===== src/rtl/cpne_pkg.sv =====
// Shared types and constants for the character palette nibble encoder.
`default_nettype none

package cpne_pkg;

  localparam int PALETTE_SLOTS = 7;
  localparam int CODE_W        = 3;
  localparam int CHAR_W        = 8;
  localparam int POS_W         = 16;
  localparam int BASE_W        = 10;
  localparam int KIND_W        = 2;
  localparam int DATA_W        = 64;

  localparam logic [CODE_W-1:0] LAST_SLOT = CODE_W'(PALETTE_SLOTS - 1);
  localparam logic [CODE_W-1:0] LINE_CODE = 3'd7;

  localparam logic [CHAR_W-1:0] CH_RETURN = 8'd13;
  localparam logic [CHAR_W-1:0] CH_FEED   = 8'd10;
  localparam logic [CHAR_W-1:0] PRINT_LOW = 8'd32;
  localparam logic [CHAR_W-1:0] PRINT_END = 8'd126;

  localparam logic [BASE_W-1:0] BASE_RESET = 10'd20;

  typedef enum logic [KIND_W-1:0] {
    KIND_SYMBOL  = 2'd0,
    KIND_UNKNOWN = 2'd1,
    KIND_PALETTE = 2'd2
  } kind_t;

  typedef struct packed {
    logic write_en;
    logic clear;
  } pal_ctrl_t;

  typedef struct packed {
    logic [CODE_W-1:0] slot;
    logic              full;
  } pal_hit_t;

  typedef struct packed {
    logic [POS_W-1:0]  symbol_count;
    logic [CHAR_W-1:0] palette_char;
    logic [CODE_W-1:0] palette_slot;
    logic              palette_full;
    logic              high_nibble;
    logic [POS_W-1:0]  byte_address;
    logic [POS_W-1:0]  position;
    logic [CODE_W-1:0] code;
  } res_data_t;

endpackage

`default_nettype wire


===== src/rtl/char_palette_nibble_encoder.sv =====
// Top level: character stream to palette nibble codes with session dump.
//
//   channel   signals                         direction  word
//   s_axis    s_tvalid s_tready s_tdata       in         one received character
//   m_axis    m_tvalid m_tready m_tdata ...   out        one code or palette entry
//   cfg       cfg_valid cfg_ready cfg_data    in         header_base register
//
// One character per cycle while the output is not stalled: an input register,
// the parallel palette compare, and an output register. A session end (line
// feed or a second return) emits PALETTE_SLOTS words, input stalled meanwhile.
// Reset empties the palette, clears the position and sets header_base to 20.
// A stalled output holds the input register; s_tready drops in the same cycle
// once that register holds a word.
`default_nettype none

module char_palette_nibble_encoder import cpne_pkg::*; (
  input  wire logic              clk,
  input  wire logic              rst,
  input  wire logic              s_tvalid,
  output logic                   s_tready,
  input  wire logic [CHAR_W-1:0] s_tdata,   // char_in[7:0]
  output logic                   m_tvalid,
  input  wire logic              m_tready,
  output logic [DATA_W-1:0]      m_tdata,   // code[2:0] position[18:3] byte_address[34:19]
                                            // high_nibble[35] palette_full[36]
                                            // palette_slot[39:37] palette_char[47:40]
                                            // symbol_count[63:48]
  output logic [KIND_W-1:0]      m_tuser,   // kind[1:0]
  output logic                   m_tlast,
  input  wire logic              cfg_valid,
  output logic                   cfg_ready,
  input  wire logic [BASE_W-1:0] cfg_data
);

  logic              char_valid;
  logic [CHAR_W-1:0] char_q;
  logic              last_was_return;
  logic [POS_W-1:0]  position;
  logic [BASE_W-1:0] header_base;
  logic              emitting;
  logic [CODE_W-1:0] emit_idx;

  logic              is_cr, is_lf, is_print, session_end;
  logic              out_free, go, emit_go, emit_done, advance;
  logic [CODE_W-1:0] rd_slot;
  logic [CHAR_W-1:0] rd_char;
  pal_ctrl_t         pal_ctrl;
  pal_hit_t          pal_hit;

  res_data_t         res_next;
  kind_t             kind_next;
  logic              last_next;

  assign cfg_ready = 1'b1;

  assign is_cr       = (char_q == CH_RETURN);
  assign is_lf       = (char_q == CH_FEED);
  assign is_print    = (char_q >= PRINT_LOW) && (char_q < PRINT_END);
  assign session_end = is_lf || (is_cr && last_was_return);

  assign out_free  = !m_tvalid || m_tready;
  assign go        = char_valid && !emitting && out_free;
  assign emit_go   = emitting && out_free;
  assign emit_done = (emit_go && emit_idx == LAST_SLOT) ||
                     (go && session_end && LAST_SLOT == '0);
  assign advance   = go && ((is_cr && !last_was_return) || is_print);
  assign s_tready  = !char_valid || go;
  assign rd_slot   = emitting ? emit_idx : '0;

  assign pal_ctrl.write_en = go && is_print;
  assign pal_ctrl.clear    = emit_done;

  cpne_palette u_palette (
    .clk     (clk),
    .rst     (rst),
    .ctrl    (pal_ctrl),
    .char_in (char_q),
    .rd_slot (rd_slot),
    .hit     (pal_hit),
    .rd_char (rd_char)
  );

  always_comb begin
    res_next  = '0;
    kind_next = KIND_UNKNOWN;
    last_next = 1'b1;
    if (emitting || session_end) begin
      kind_next             = KIND_PALETTE;
      res_next.palette_slot = rd_slot;
      res_next.palette_char = rd_char;
      res_next.symbol_count = position;
      last_next             = (rd_slot == LAST_SLOT);
    end else if (is_cr || is_print) begin
      kind_next             = KIND_SYMBOL;
      res_next.code         = is_cr ? LINE_CODE : pal_hit.slot;
      res_next.palette_full = is_print && pal_hit.full;
      res_next.position     = position;
      res_next.byte_address = POS_W'(header_base) + POS_W'(position[POS_W-1:1]);
      res_next.high_nibble  = position[0];
    end
  end

  always_ff @(posedge clk) begin
    if (rst) begin
      char_valid <= 1'b0;
    end else if (s_tready) begin
      char_valid <= s_tvalid;
    end
    if (s_tready && s_tvalid) begin
      char_q <= s_tdata;
    end
  end

  always_ff @(posedge clk) begin
    if (rst) begin
      header_base <= BASE_RESET;
    end else if (cfg_valid && cfg_ready) begin
      header_base <= cfg_data;
    end
  end

  always_ff @(posedge clk) begin
    if (rst || emit_done) begin
      position        <= '0;
      last_was_return <= 1'b0;
    end else begin
      if (advance) begin
        position <= position + 1'b1;
      end
      if (go && is_cr) begin
        last_was_return <= 1'b1;
      end else if (go && is_print) begin
        last_was_return <= 1'b0;
      end
    end
  end

  always_ff @(posedge clk) begin
    if (rst) begin
      emitting <= 1'b0;
      emit_idx <= '0;
    end else if (emit_go) begin
      if (emit_idx == LAST_SLOT) begin
        emitting <= 1'b0;
        emit_idx <= '0;
      end else begin
        emit_idx <= emit_idx + 1'b1;
      end
    end else if (go && session_end && LAST_SLOT != '0) begin
      emitting <= 1'b1;
      emit_idx <= CODE_W'(1);
    end
  end

  always_ff @(posedge clk) begin
    if (rst) begin
      m_tvalid <= 1'b0;
    end else if (out_free) begin
      m_tvalid <= go || emit_go;
    end
    if (out_free && (go || emit_go)) begin
      m_tdata <= DATA_W'(res_next);
      m_tuser <= kind_next;
      m_tlast <= last_next;
    end
  end

endmodule

`default_nettype wire


===== src/rtl/cpne_palette.sv =====
// Palette store with parallel match and first-free-slot allocation.
`default_nettype none

module cpne_palette import cpne_pkg::*; (
  input  wire logic              clk,
  input  wire logic              rst,
  input  wire pal_ctrl_t         ctrl,
  input  wire logic [CHAR_W-1:0] char_in,
  input  wire logic [CODE_W-1:0] rd_slot,
  output pal_hit_t               hit,
  output logic [CHAR_W-1:0]      rd_char
);

  logic [CHAR_W-1:0] store [PALETTE_SLOTS];

  always_comb begin
    hit.slot = LINE_CODE;
    hit.full = 1'b1;
    for (int s = PALETTE_SLOTS - 1; s >= 0; s--) begin
      if (store[s] == char_in || store[s] == '0) begin
        hit.slot = CODE_W'(s);
        hit.full = 1'b0;
      end
    end
  end

  always_comb begin
    rd_char = '0;
    for (int s = 0; s < PALETTE_SLOTS; s++) begin
      if (rd_slot == CODE_W'(s)) begin
        rd_char = store[s];
      end
    end
  end

  always_ff @(posedge clk) begin
    if (rst || ctrl.clear) begin
      for (int s = 0; s < PALETTE_SLOTS; s++) begin
        store[s] <= '0;
      end
    end else if (ctrl.write_en && !hit.full) begin
      for (int s = 0; s < PALETTE_SLOTS; s++) begin
        if (hit.slot == CODE_W'(s)) begin
          store[s] <= char_in;
        end
      end
    end
  end

endmodule

`default_nettype wire


===== config.mk =====
export PLATFORM = sky130hd
export DESIGN_NAME = char_palette_nibble_encoder
export DESIGN_NICKNAME = d
export VERILOG_FILES = /design/src/rtl/cpne_pkg.sv /design/src/rtl/char_palette_nibble_encoder.sv /design/src/rtl/cpne_palette.sv
export SDC_FILE = /design/constraint.sdc
export NUM_CORES = 1
export LEC_CHECK = 0
export BUFFER_PORTS_ARGS = -buffer_cell sky130_fd_sc_hd__buf_2
export CAP_MARGIN = 20
export CORE_ASPECT_RATIO = 1.1
export CORE_UTILIZATION = 40
export DETAILED_ROUTE_END_ITERATION = 10
export GPL_ROUTABILITY_DRIVEN = 0
export HOLD_SLACK_MARGIN = 0.03
export PLACE_DENSITY_LB_ADDON = 0.2
export SETUP_SLACK_MARGIN = 0.02
export SYNTH_ARGS = -nofsm -noshare
export SYNTH_HDL_FRONTEND = slang
export SYNTH_SLANG_ARGS = --single-unit

===== constraint.sdc =====
create_clock -name clk -period 3.5 [get_ports clk]
set_input_delay 0.7 -clock clk [delete_from_list [all_inputs] [get_ports clk]]
set_output_delay 0.7 -clock clk [all_outputs]
set_load 0.01 [all_outputs]

==> results of run 1 <==
-- registers in the layout (all words and copies together) (netlist names) --
signal,count
m_tdata,63
u_palette.store,56
position,16
header_base,10
char_q,8
emit_idx,3
m_tuser,2
char_valid,1
emitting,1
last_was_return,1
m_tlast,1
m_tvalid,1
-- cells in the mapped netlist, types with 13 or more instances --
| cell type | instances |
|---|---|
| xnor2_1 | 31 |
| mux2i_1 | 16 |
| nor2_1 | 90 |
| edfxtp_1 | 130 |
| nor4_1 | 25 |
| nand2_1 | 35 |
| and2_1 | 36 |
| inv_1 | 21 |
| dfxtp_1 | 33 |
| xor2_1 | 44 |
| a21oi_1 | 38 |
| a22oi_1 | 13 |
| o21ai_0 | 19 |
| clkbuf_1 | 23 |
| nand4_1 | 13 |
| nor3_1 | 24 |
-- kinds of logic after synthesis --
kind of cell	synth area share
multiplexers	0.02262
XOR/XNOR	0.08136
buffers and inverters	0.03270
adder cells (fa/ha/maj)	0.01953
AO/OA/AOI/OAI	0.1018
AND/OR/NAND/NOR	0.1757
flip-flops	0.5653
other	0.0009301
-- worst max-delay path by stage --
stage,start,endpoint,cells after the start
floorplan,m_tready,u_palette.store[3][0],6
CTS,char_q[5],u_palette.store[2][7],7
global route,char_q[5],u_palette.store[2][7],7
detailed placement,char_q[5],u_palette.store[2][0],7
finish,char_q[5],u_palette.store[2][7],7
global placement,char_q[5],u_palette.store[3][7],7
-- worst max-delay path: cells and delay by family, from the launching register on --
family                 cells  cell delay (ns)
buffers and inverters      1             0.21
AND/OR/NAND/NOR            3             0.89
flip-flops                 1             0.64
AO/OA/AOI/OAI              3             1.04
-- final cells by class --
type,instances,area share
tap,252,0.03329
clock inverter,12,0.02166
inverter,21,0.008322
multi-input combinational,511,0.3454
clock buffer,19,0.04571
sequential,163,0.4819
timing repair buffer,109,0.06367
-- through the flow --
stage	power, W	hold slack (ns)	util	std cells	instance area, um2
final	0.004626	0.4542	0.4784	1087	9472
after global placement	0.002632	0.4838	0.4462	1056	8833
after floorplan	0.002497	0.4647	-	734	8093
after detailed placement	0.002639	0.4973	0.4462	1056	8833
after CTS	0.004661	0.4353	0.4784	1087	9472
after global routing	0.004767	0.4429	0.4784	1087	9472
-- report_power, final --
group / internal, W / switching [W] / total (W)
clock: 0.00127 / 0.000761 / 0.00203
sequential: 0.00218 / 0.0000783 / 0.00226
combinational: 0.000132 / 0.000204 / 0.000335
total: 0.00358 / 0.00104 / 0.00463
-- layer usage --
metal / part of all wire / global-route usage / up-vias
met1: 0.39 / 0.2380 / 2865
met5: 0 / 0 / -
met3: 0.051 / 0.03815 / 45
met2: 0.52 / 0.3726 / 247
met4: 0.030 / 0.09725 / 0
li1: - / - / 2813
==> flow_summary.yaml, run 1 <==
drt:
  drc: 0
  first_pass_iters: 5
  drtAntennaViolNets: 0
  drt_iter0_drc: 484
  vias_per_cell: 5.492
  wl_um: 20760
  wl_per_cell_um: 19.10
  vias: 5970
synth:
  synth-edff-count: 130
  ys.flop_type: "edfxtp_1"
  synthArstFlopShare: 0
  yosysSeqAreaShare: 0.5653
  synth-seq-cells: 163
  synth.area.top_cells: "edfxtp_1, dfxtp_1, xor2_1, nor2_1, xnor2_1"
  synth_area_mm2: 0.008074
  post_synth_num_cell_types: 57
  synth_top_area_cell: "edfxtp_1"
  avgSynthCellArea_um2: 11.08
  yosysWarningCount: 0
  synth.top_cell.area_share: 0.4835
  synthCells: 729
clock_network:
  insertion_delay_ns: 0.42
  root_buffer: "clkbuf_16"
  clk_pin_slew_ns: 0.06
  cts_tree: "built"
  clock-sinks: 163
  cts.htree.levels: 4
  postCtsResizedCells: 0
  ctsHoldBuffers: 0
  cts_buffers: 17
  cts_max_path_buffers: 2
  postCtsSetupBuffers: 0
worst_setup_path:
  cp_cell_sequence: "and4_1 -> a311o_1 -> or2_4 -> nor3_4 -> o2111ai_4 -> o21ai_0 -> buf_4"
  rr_endpoint: "u_palette.store[2][7]"
  r2r-start: "char_q[5]"
  cp.required_ns: 3.63
  critPathKind: "reg2reg"
  cp_slowest_cell: "edfxtp_1"
  r2r_setup_slack_ns: 0.41
  cpPeakStageDelay_ns: 0.64
  worstRegToRegCells: 7
  arrival_ns: 3.22
  critPathMaxFanout: 16
  endpoint_kind: "register"
  worstSetupStartpointType: "register"
timing:
  tightest_slew_ns: 0.8594
  fin_crit_sh: 0.8827
  setup_viol_count_final: 0
  setup_ws_ns: 0.4107
  period_minus_slack_ns: 3.089
  rsz0062_at_grt: "false"
  fmax_mhz: 323.7
  relSlewSlack: 0.4250
  finalMaxSlewViolations: 0
  clock_skew_ns: 0.01211
  setup_tns_ns: 0
  timing_hold_violations_final: 0
layout:
  nets: 858
  nFillCells: 1799
  areaGrowthSynthToFinish_pct: 17.31
  register_area_mm2: 0.004564
  final_common_cell: "edfxtp_1"
  diodes: 0
  final_cell_mix: "edfxtp_1, buf_2, nor2_1, xor2_1, a21oi_1"
  multiInputGateArea_mm2: 0.003272
  final_layout_size_suffix_gt1_frac: 0.1796
floorplanning:
  fp-row-count: 54
  dieWidth_um: 137.5
  die_h_um: 151.0
  core-area_mm2: 0.01980
  start_util: 0.4078
  dieArea_mm2: 0.02076
  ios: 93
place:
  hpwl_um: 15660
  numPortBuffers: 91
  place_ws_ns: 0.4502
min_path:
  hp-start: "s_tdata[3]"
  hold_end: "char_q[3]"
  hold-path-cell-count: 1
  hold_path_class: "in2reg"
global_routing:
  grt_max_degree: 45
  grt.overflow.total: 0
  grt_pass1_wl_um: 32130
  grt_usage: 0.2082
  antenna_found_initial: 0
  grt_pass1_vias: 5956
job:
  cap_violations: 0
power:
  ir_drop_v: 0.0003418
  p_per_area_mw_per_mm2: 488.4
  leakagePower_nw: 3.573
status:
  status: "finished, final reports clean"
(Power assumes the default switching activity.)
==> run 2: changes to the inputs <==
--- a/config.mk
+++ b/config.mk
@@ -8,6 +8,7 @@
 export BUFFER_PORTS_ARGS = -buffer_cell sky130_fd_sc_hd__buf_2
 export CAP_MARGIN = 20
 export CORE_ASPECT_RATIO = 1.1
+export CORE_MARGIN = 4
 export CORE_UTILIZATION = 40
 export DETAILED_ROUTE_END_ITERATION = 10
 export GPL_ROUTABILITY_DRIVEN = 0
==> constraint.sdc (replaced) <==
create_clock -name clk -period 3.2 [get_ports clk]
set_input_delay 0.64 -clock clk [delete_from_list [all_inputs] [get_ports clk]]
set_output_delay 0.64 -clock clk [all_outputs]
set_load 0.01 [all_outputs]
==> run 2 against run 1 <==
  * Fmax up 8.5%
  * Largest cell class unchanged
  * Clock-buffer cell count unchanged
  * Worst setup slack worse by 0.057 ns
  * First-iteration DRC count down 6.8%
  * Global-route usage down 2.1 points
  * Flip-flop and latch count unchanged
  * Design area about the same
  * Combinational power up 18%
  * Sequential power up 8.8%
==> flow_summary.yaml, run 2 (synthesis results as in run 1) <==
worst_setup_path:
  cp.required_ns: 3.33
  critPathKind: "reg2reg"
  critPathMaxFanout: 10
  crit_end: "u_palette.store[3][6]"
  cp_slowest_cell: "edfxtp_1"
  rr_endpoint: "u_palette.store[3][6]"
  cpPeakStageDelay_ns: 0.61
  worstSetupStartpointType: "register"
  critPathLaunch: "char_q[7]"
  arrival_ns: 2.98
  endpoint_kind: "register"
  worstRegToRegCells: 7
  r2r_setup_slack_ns: 0.35
  r2r-start: "char_q[7]"
  cp_cell_sequence: "xor2_1 -> nor4_1 -> a22oi_1 -> nand4b_1 -> nand2_1 -> o41ai_1 -> buf_4"
min_path:
  hold_path_class: "in2reg"
layout:
  multiInputGateArea_mm2: 0.003272
  largest_register_ffs: 63
  final_common_cell: "edfxtp_1"
  largest_registers: "m_tdata x63, u_palette.store x56, position x16"
  nets: 867
  stdcell_count: 1097
  final_layout_size_suffix_gt1_frac: 0.1882
  final_cell_mix: "edfxtp_1, buf_2, nor2_1, xor2_1, a21oi_1"
  largest-register: "m_tdata"
  areaGrowthSynthToFinish_pct: 17.29
  register_area_mm2: 0.004564
  diodes: 0
  nFillCells: 1835
floorplanning:
  die_h_um: 157.0
  dieWidth_um: 143.5
  core-area_mm2: 0.01986
  fp-row-count: 54
  dieArea_mm2: 0.02252
  ios: 93
  start_util: 0.4065
place:
  hpwl_um: 15550
  numPortBuffers: 91
  dpl.cell_count: 1065
clock_network:
  cts_max_path_buffers: 2
  postCtsSetupBuffers: 0
  cts_tree: "built"
  cts_buffers: 17
  ctsHoldBuffers: 0
  clock-sinks: 163
  postCtsResizedCells: 0
  cts.htree.levels: 4
  insertion_delay_ns: 0.42
  clk_pin_slew_ns: 0.06
  root_buffer: "clkbuf_16"
timing:
  rsz0062_at_grt: "false"
  setup_viol_count_final: 0
  tightest_slew_ns: 0.8398
  setup_tns_ns: 0
  fin_crit_sh: 0.8896
  timing_hold_violations_final: 0
  clock_skew_ns: 0.009917
  fmax_mhz: 351.3
  period_minus_slack_ns: 2.847
  relSlewSlack: 0.4381
  finalMaxSlewViolations: 0
global_routing:
  grt.overflow.total: 0
  grt_pass1_wl_um: 32310
  grt_max_degree: 48
  grt_usage: 0.1868
  grt_pass1_vias: 5788
  antenna_found_initial: 0
drt:
  vias_per_cell: 5.508
  wl_per_cell_um: 19.08
  wl_um: 20930
  drc: 0
  first_pass_iters: 5
  drtAntennaViolNets: 0
  vias: 6042
  drt_iter0_drc: 451
status:
  status: "finished, final reports clean"
power:
  leakagePower_nw: 3.580
  ir_drop_v: 0.0003188
  p_per_area_mw_per_mm2: 509.6
job:
  cap_violations: 0
-- run 2: critical path: cells and delay by family, from the launching register on --
kind	cells	cell delay (ns)
compound gates	2	0.66
xor+xnor	1	0.25
buf+inv	1	0.25
flops	1	0.61
simple gates	3	0.79
-- run 2: metal layers --
metal	part of all wire	vias to the layer above	GRT usage
met1	0.39	2893	0.2285
met5	0	-	0
li1	-	2827	-
met2	0.51	267	0.3246
met4	0.032	0	0.07040
met3	0.067	55	0.03889
-- run 2: cell type report --
type | instances | area share
Tap cell | 252 | 0.03329
Timing Repair Buffer | 118 | 0.07082
Clock inverter | 13 | 0.01440
Sequential cell | 163 | 0.4820
Inverter | 21 | 0.008323
Clock buffer | 19 | 0.04571
Multi-Input combinational cell | 511 | 0.3455
-- run 2: stage by stage --
step	area, um2	util	power [W]	worst slack [ns]	hold slack (ns)
3_3_place_gp	8901	0.4481	0.002890	0.4623	0.4888
6_report	9470	0.4768	0.004826	0.3533	0.4048
4_1_cts	9470	0.4768	0.004865	0.3389	0.3832
3_5_place_dp	8901	0.4481	0.002897	0.4147	0.5026
2_1_floorplan	8093	-	0.002731	0.03961	0.4647
5_1_grt	9470	0.4768	0.004995	0.2069	0.3841
-- run 2: worst min-delay path by stage --
stage | from | end | slack (ns) | cells past startpoint
floorplan | header_base[0] | header_base[0] | 0.46 | 2
global placement | header_base[5] | header_base[5] | 0.49 | 2
detailed placement | header_base[6] | header_base[6] | 0.50 | 2
CTS | s_tdata[3] | char_q[3] | 0.38 | 1
global route | s_tdata[3] | char_q[3] | 0.38 | 1
finish | s_tdata[3] | char_q[3] | 0.40 | 1
-- run 2: where the power goes --
group | leakage (nW) | switching (W) | internal [W] | total, W
logic | 1.77 | 0.000242 | 0.000152 | 0.000394
registers | 1.54 | 0.0000711 | 0.00239 | 0.00246
clock network | 0.271 | 0.000826 | 0.00115 | 0.00197
